--- src/rtl/core/clock_tree_frequency_readback_assert.svh ---
`ifndef CLOCK_TREE_FREQUENCY_READBACK_ASSERT_SVH
`define CLOCK_TREE_FREQUENCY_READBACK_ASSERT_SVH

// check cons in the same cycle as ante
`define CTFR_ASSERT_NOW(lbl, clk, rst, ante, cons) \
   lbl: assert property (@(posedge clk) disable iff (rst) (ante) |-> (cons)) \
      else $error("assertion failed");

// check cons in the cycle after ante
`define CTFR_ASSERT_NEXT(lbl, clk, rst, ante, cons) \
   lbl: assert property (@(posedge clk) disable iff (rst) (ante) |=> (cons)) \
      else $error("assertion failed");

`endif

--- src/rtl/core/ctfr_pkg.sv ---
package ctfr_pkg;

   localparam logic [24:0] XTAL_HZ = 25'd24000000;
   localparam logic [14:0] LOSC_HZ = 15'd32000;
   localparam logic [63:0] RECIP3  = 64'h0000_0000_AAAA_AAAB;
   localparam int          NCELLS  = 5;

   typedef enum logic [1:0] {
      SRC_LOSC   = 2'd0,
      SRC_XTAL   = 2'd1,
      SRC_CPU    = 2'd2,
      SRC_PERIPH = 2'd3
   } src_type;

   typedef struct packed {
      logic [31:0] cpu;
      logic [29:0] per;
      logic [29:0] per_pre;
      logic [31:0] apb;
      logic [2:0]  kp1;
      logic [1:0]  m;
      logic [1:0]  p;
      logic [1:0]  dv;
      src_type     src;
      logic [1:0]  adiv;
      logic [1:0]  prediv;
      logic [1:0]  pdiv;
   } pipe_type;

   // x / (d + 1) for d in 0..3; divide by three through a reciprocal
   function automatic logic [31:0] div_small(input logic [31:0] x, input logic [1:0] d);
      logic [63:0] prod;
      logic [31:0] q;
      begin
         prod = {32'd0, x} * RECIP3;
         case (d)
            2'd0: q = x;
            2'd1: q = {1'b0, x[31:1]};
            2'd2: q = {1'b0, prod[63:33]};
            2'd3: q = {2'b0, x[31:2]};
            default: q = x;
         endcase
         return q;
      end
   endfunction

endpackage

--- src/rtl/core/ctfr_cell.sv ---
module ctfr_cell
   import ctfr_pkg::*;
(
   input  logic     clock,
   input  logic     reset,
   input  logic     in_valid,
   output logic     in_ready,
   input  pipe_type in_data,
   output logic     out_valid,
   input  logic     out_ready,
   output pipe_type out_data
);

   logic     valid_ff;
   logic     valid_in;
   pipe_type data_ff;

   assign in_ready  = !valid_ff || out_ready;
   assign valid_in  = in_ready ? in_valid : valid_ff;
   assign out_valid = valid_ff;
   assign out_data  = data_ff;

   always_ff @(posedge clock) begin
      if (reset) begin
         valid_ff <= 1'b0;
      end else begin
         valid_ff <= valid_in;
      end
   end

   always_ff @(posedge clock) begin
      if (in_ready && in_valid) begin
         data_ff <= in_data;
      end
   end

endmodule

--- config.mk ---
export PLATFORM = sky130hd
export DESIGN_NAME = ctfr_cell
export DESIGN_NICKNAME = d
export VERILOG_FILES = /design/src/rtl/core/clock_tree_frequency_readback_assert.svh /design/src/rtl/core/ctfr_pkg.sv /design/src/rtl/core/ctfr_cell.sv
export SDC_FILE = /design/constraint.sdc
export NUM_CORES = 1
export LEC_CHECK = 0
export ABC_AREA = 1
export ABC_CLOCK_PERIOD_IN_PS = 8800
export BUFFER_PORTS_ARGS = -buffer_cell sky130_fd_sc_hd__buf_4
export CORE_MARGIN = 4
export CORE_UTILIZATION = 37
export DETAILED_ROUTE_END_ITERATION = 10
export PLACE_DENSITY = 0.75
export SYNTH_ARGS = -nofsm -noshare
export SYNTH_HDL_FRONTEND = slang
export SYNTH_SLANG_ARGS = --single-unit
--- constraint.sdc ---
create_clock -name clock -period 8.8 [get_ports clock]
set_clock_uncertainty 0.2 [all_clocks]
set_input_delay 0.88 -clock clock [delete_from_list [all_inputs] [get_ports clock]]
set_output_delay 0.88 -clock clock [all_outputs]
set_load 0.05 [all_outputs]
# Yosys cells after proc, flatten, opt, wreduce, memory -nomap -nowiden

Index checks and enable logic that the tools add are counted.

Word-level logic and storage cells: 16
Output and inout bits: 143
Register bits: 142

Reductions and logical operators: 3

Operator list:

| cell                | number |
|---|---|
| $logic_and A1 B1 Y1 | 1 |
| $logic_not A1 Y1    | 1 |
| $logic_or A1 B1 Y1  | 1 |

# Longest topological paths before layout

Gate-level depths: netlist of the first run.

Depth after elaboration: 3
Depth in mapped cells: 3

# Least setup slack after synthesis of the first run

OpenSTA, ideal clock, no wires.

Path kind: input to register
From: input in_valid
To: register data_ff (netlist bit out_data[0]), enable pin
Setup time: 0.687 ns
Buffers on the path: 0
Data required time: 7.913 ns
Stages on the path: 2
Slack: 0.187 ns
Arrival time: 7.725 ns
Cell sequence: inv_1 -> a21oi_1

Longest elaborated chain between the ends: 1

Ends and longest elaborated chain:

| what                 | RTL line        | text |
|---|---|---|
| start, declared      | ctfr_cell.sv:6  | `input logic in_valid,` |
| $logic_and A1 B1 Y1  | ctfr_cell.sv:32 | `if (in_ready && in_valid) begin` |
| end signal, assigned | ctfr_cell.sv:33 | `data_ff <= in_data;` |
| end, declared        | ctfr_cell.sv:16 | `pipe_type data_ff;` |

Every way passes these cells.
A chain may end at the register's enable or synchronous reset.

# Worst setup path in the final report of the first run

From: input in_valid
To: register data_ff (netlist bit out_data[102]), enable pin

The elaborated chain is that of the path after synthesis.

==> results of run 1 <==
[metrics by stage]
stage | instance area [µm²] | power, W
after floorplan | 4280 | 0.000975
after global placement | 6640 | 0.00108
final | 7250 | 0.00179
after detailed placement | 6640 | 0.00108
after global routing | 7250 | 0.00185
after CTS | 7250 | 0.00181
[cell usage in the layout, fill, tap and decap left out]
cell	instances
a21oi_2	1
a21oi_4	1
buf_4	289
bufinv_16	4
clkbuf_1	2
clkbuf_16	17
clkinv_1	3
clkinv_2	2
clkinvlp_4	4
dfxtp_1	1
edfxtp_1	141
inv_1	1
inv_2	1
nand2_2	1
[cells in the mapped netlist]
master / number / area [µm²]
a21oi_2: 1 / 8.76
inv_2: 1 / 3.75
dfxtp_1: 1 / 20.0
edfxtp_1: 141 / 4230
nand2_2: 1 / 6.26
a21oi_1: 1 / 5.00
inv_1: 1 / 3.75
[power groups by stage]
stage,Sequential (W),Combinational [W],Clock [W]
floorplan,0.000961,0.0000131,0
global placement,0.000816,0.000261,0
detailed placement,0.000818,0.000264,0
CTS,0.000804,0.000264,0.000740
global route,0.000807,0.000271,0.000770
finish,0.000804,0.000261,0.000721
[layer usage]
| metal | part of all wire | GRT usage | up-vias | wire length (µm) |
|---|---|---|---|---|
| li1 | - | - | 1214 | - |
| met1 | 0.31 | 0.152 | 1202 | 3340 |
| met2 | 0.52 | 0.256 | 184 | 5500 |
| met3 | 0.15 | 0.0945 | 12 | 1650 |
| met4 | 0.013 | 0.0595 | 2 | 142 |
| met5 | 0.0012 | 0 | - | 13 |
[flip-flops by register name, summed over array words and instances, names as in the netlist]
register	cells
out_valid	1
out_data	141
[critical path: cells and delay by family]
family / cells / cell delay (ns)
AO/OA/AOI/OAI: 1 / 0.11
buffers and inverters: 4 / 1.61
[final timing paths]
check,startpoint,to,slack [ns],cells after the start
setup reg to reg,out_valid,out_data[102],6.15,3
hold reg to reg,out_valid,out_valid,0.36,2
hold / removal,out_valid,out_valid,0.36,2
setup / recovery,in_valid,out_data[102],5.93,5
[logic make-up after synthesis]
kind of cell	count (synthesis)
DFF	142
AOI/OAI and AO/OA	2
buffers and inverters	2
and+or+nand+nor	1
[area by class of cell]
class	instances	share of cell area
clock buffer	19	0.0597
clock inverter	13	0.0237
inverter	2	0.00104
multi-input combinational	3	0.00432
sequential	142	0.587
tap	143	0.0247
timing repair buffer	289	0.299
==> results.cfg, run 1 <==
[routing]
wire_per_inst_um = 17.4
drc = 0
dr.pass1.iters = 4
antenna_left = 0
vias = 2614
route.final.wire_length_um = 10600
drtIter0Drc = 67
post_drt_via_cell_ratio = 4.28

[setup_path]
worst-setup-path-type = input port to flop
cp_common_cell = buf_4
start_kind = input port
slowest_delay_ns = 0.81
cp-end-kind = flop
crit_arrival_ns = 2.70
cp_cell_sequence = buf_4, inv_1, a21oi_4, buf_4, buf_4
crit_fanout = 73
cp_slowest_cell = buf_4
required_ns = 8.62

[power_and_ir_drop]
peakVddDrop_uv = 133
p_leak_nw = 3.06
p_sw_frac = 0.245
clkPwrFrac = 0.404
p_sw_w = 0.000437
p_int_w = 0.00135
power_density_nw_per_um2 = 247
pwr-share-comb = 0.146
pwr-share-seq = 0.450

[floorplanning]
die_h_um = 116
ios = 288
initial_core_util = 0.377
die-width_um = 116
num_rows = 39
core-area_um2 = 11400
die-area_um2 = 13400

[sta]
slew_violations = 0
hold_viol = 0
slew_headroom = 0.415
fin_ws_ns = 5.93
period_share = 0.327
rsz0062_at_grt = false
setup_viol = 0
tns_ns = 0
tightest_slew_ns = 0.877
hold_ws_ns = 0.356
fin_crit_ns = 2.87
fmax_mhz = 348

[final_layout]
area_growth_pct = 69.2
fill_cells = 794
stdcell_count = 611
num-nets-final = 600
area.sequential_um2 = 4250
diodes = 0
final_util = 0.637
drive_gt1_frac = 0.684
multi_input_area_um2 = 31.3

[global_route]
grt_overflow_total = 0
grt_pass1_wl_um = 14500
gr-usage-all-layers = 0.152
grt_max_degree = 74
grt_pass1_vias = 2746
antenna_found_initial = 1

[placement]
dp_cells = 579
gp_congestion = 0.751
place_ws_ns = 5.49
dp_hpwl_um = 8250
port_buffers = 287

[logic_synthesis]
syn_inst = 147
synthAdderAreaFrac = 0
syn_avg_cell_area_um2 = 29.1
ys_ff_latch = 142
synth_compound_area_frac = 0.00321
synth_top_family_by_area = compound AO/OA/AOI/OAI gates
synth_xor_area_frac = 0
syn_area_um2 = 4280
syn-num-nets = 292
ys.warnings.count = 0
ys_seq_area_frac = 0.994
synthSimpleGateAreaFrac = 0.00146
ys_types = 7
synthMuxAreaShare = 0

[clock_network]
h-tree-depth = 4
clk_latency_ns = 0.40
post_cts_buffers = 0
clock-root-buffer = clkbuf_16
holdBufCountCts = 0
numCtsBuffers = 17
clk_pin_slew_worst_paths_ns = 0.05
clock_sinks = 142
clk_path_buf_depth = 2
postCtsResizedCells = 0
cts_tree = built

[run_status]
outcome = finished clean

[min_path]
hold_class = flop to flop

[job]
max_cap_violations = 0
(Power assumes the default switching activity.)
==> run 2, diff against run 1 <==
ABC_AREA = 0   (was 1)
ABC_CLOCK_PERIOD_IN_PS = 3000   (was 8800)
CORE_UTILIZATION = 40   (was 37)
PLACE_DENSITY = 0.77   (was 0.75)
clock period = 3 ns   (was 8.8 ns; I/O delays follow)
==> results.cfg, run 2 <==
[placement]
dp_hpwl_um = 8470
gp_congestion = 0.811
port_buffers = 287

[logic_synthesis]
syn_inst = 146
ys.warnings.count = 0
synth_edf_count = 141
ys_seq_area_frac = 0.992
synth_most_common_cell = edfxtp_1
ys_ff_latch = 142
ys_types = 6
synth_top_area_share = 0.987
synth_top_cell_by_area = edfxtp_1
syn_avg_cell_area_um2 = 29.4
synth_ff_type = edfxtp_1
syn-num-nets = 291
synthTopCellsByArea = edfxtp_1 (99%), dfxtp_1 (0.47%), nand2b_4 (0.32%)
syn_area_um2 = 4290
ys_async_sr_fraction = 0

[clock_network]
holdBufCountCts = 122
post_cts_buffers = 0
clk_path_buf_depth = 2
numCtsBuffers = 17
postCtsResizedCells = 0
clock-root-buffer = clkbuf_8
clock_sinks = 142
h-tree-depth = 4

[run_status]
outcome = stopped before the end
firstError = [ERROR RSZ-0060] Max buffer count reached.
failed_stage = clock tree synthesis (4_1_cts)

[floorplanning]
ios = 288
die-width_um = 112
die_h_um = 112
num_rows = 37
initial_core_util = 0.414
-- run 2: cell count changes after synthesis --
cell      delta
a21oi_1      -1
nand2b_4     +1
inv_2        -1
and2_4       +1
nand2_2      -1
-- run 2: cell families after synthesis --
group | count (synthesis) | share of synthesized area
AOI/OAI and AO/OA | 1 | 0.00204
buffers and inverters | 1 | 0.000874
DFF | 142 | 0.992
and+or+nand+nor | 2 | 0.00525
-- run 2: per-stage QoR --
stage | util | setup WS, ns | instance area (µm²) | hold WS (ns) | std cells
after floorplan | - | 0.561 | 4290 | 0.162 | 146
after global placement | 0.643 | 1.14 | 6670 | 0.258 | 573
after detailed placement | 0.643 | 1.10 | 6670 | 0.260 | 573
==> run 3, diff against run 2 <==
CORE_UTILIZATION = 25   (was 40)
PLACE_DENSITY = unset   (was 0.77)
PLACE_DENSITY_LB_ADDON = 0.15   (was unset)
==> results.cfg, run 3 <==
[run_status]
outcome = stopped before the end
failed_stage = clock tree synthesis (4_1_cts)
firstError = [ERROR RSZ-0060] Max buffer count reached.

[logic_synthesis]
ys_seq_area_frac = 0.992
ys.warnings.count = 0
synth_edf_count = 141
synthTopCellsByArea = edfxtp_1 (99%), dfxtp_1 (0.47%), nand2b_4 (0.32%)
syn_inst = 146
ys_async_sr_fraction = 0
synth_top_area_share = 0.987
synth_top_cell_by_area = edfxtp_1
synth_ff_type = edfxtp_1
syn-num-nets = 291
ys_ff_latch = 142
synth_most_common_cell = edfxtp_1
ys_types = 6
syn_area_um2 = 4290
syn_avg_cell_area_um2 = 29.4

[floorplanning]
initial_core_util = 0.257
num_rows = 47
die_h_um = 139
ios = 288
die-width_um = 139

[placement]
dp_cells = 656
dp_hpwl_um = 9090
gp_congestion = 0.724
port_buffers = 287

[clock_network]
numCtsBuffers = 17
clock-root-buffer = clkbuf_16
clock_sinks = 142
postCtsResizedCells = 0
post_cts_buffers = 0
holdBufCountCts = 138
clk_path_buf_depth = 2
h-tree-depth = 4
[run 3: cell counts after synthesis]
No cell type changed its count.
[run 3: per-stage QoR]
step                worst slack (ns)  cell area (µm²)  utilization
detailed placement              1.10             6770        0.405
floorplan                      0.561             4290            -
global placement                1.13             6770        0.405
[run 3: logic make-up after synthesis]
| logic type | after synthesis | synth area share |
|---|---|---|
| buffers and inverters | 1 | 0.000874 |
| flip-flops | 142 | 0.992 |
| AND/OR/NAND/NOR | 2 | 0.00525 |
| AO/OA/AOI/OAI | 1 | 0.00204 |
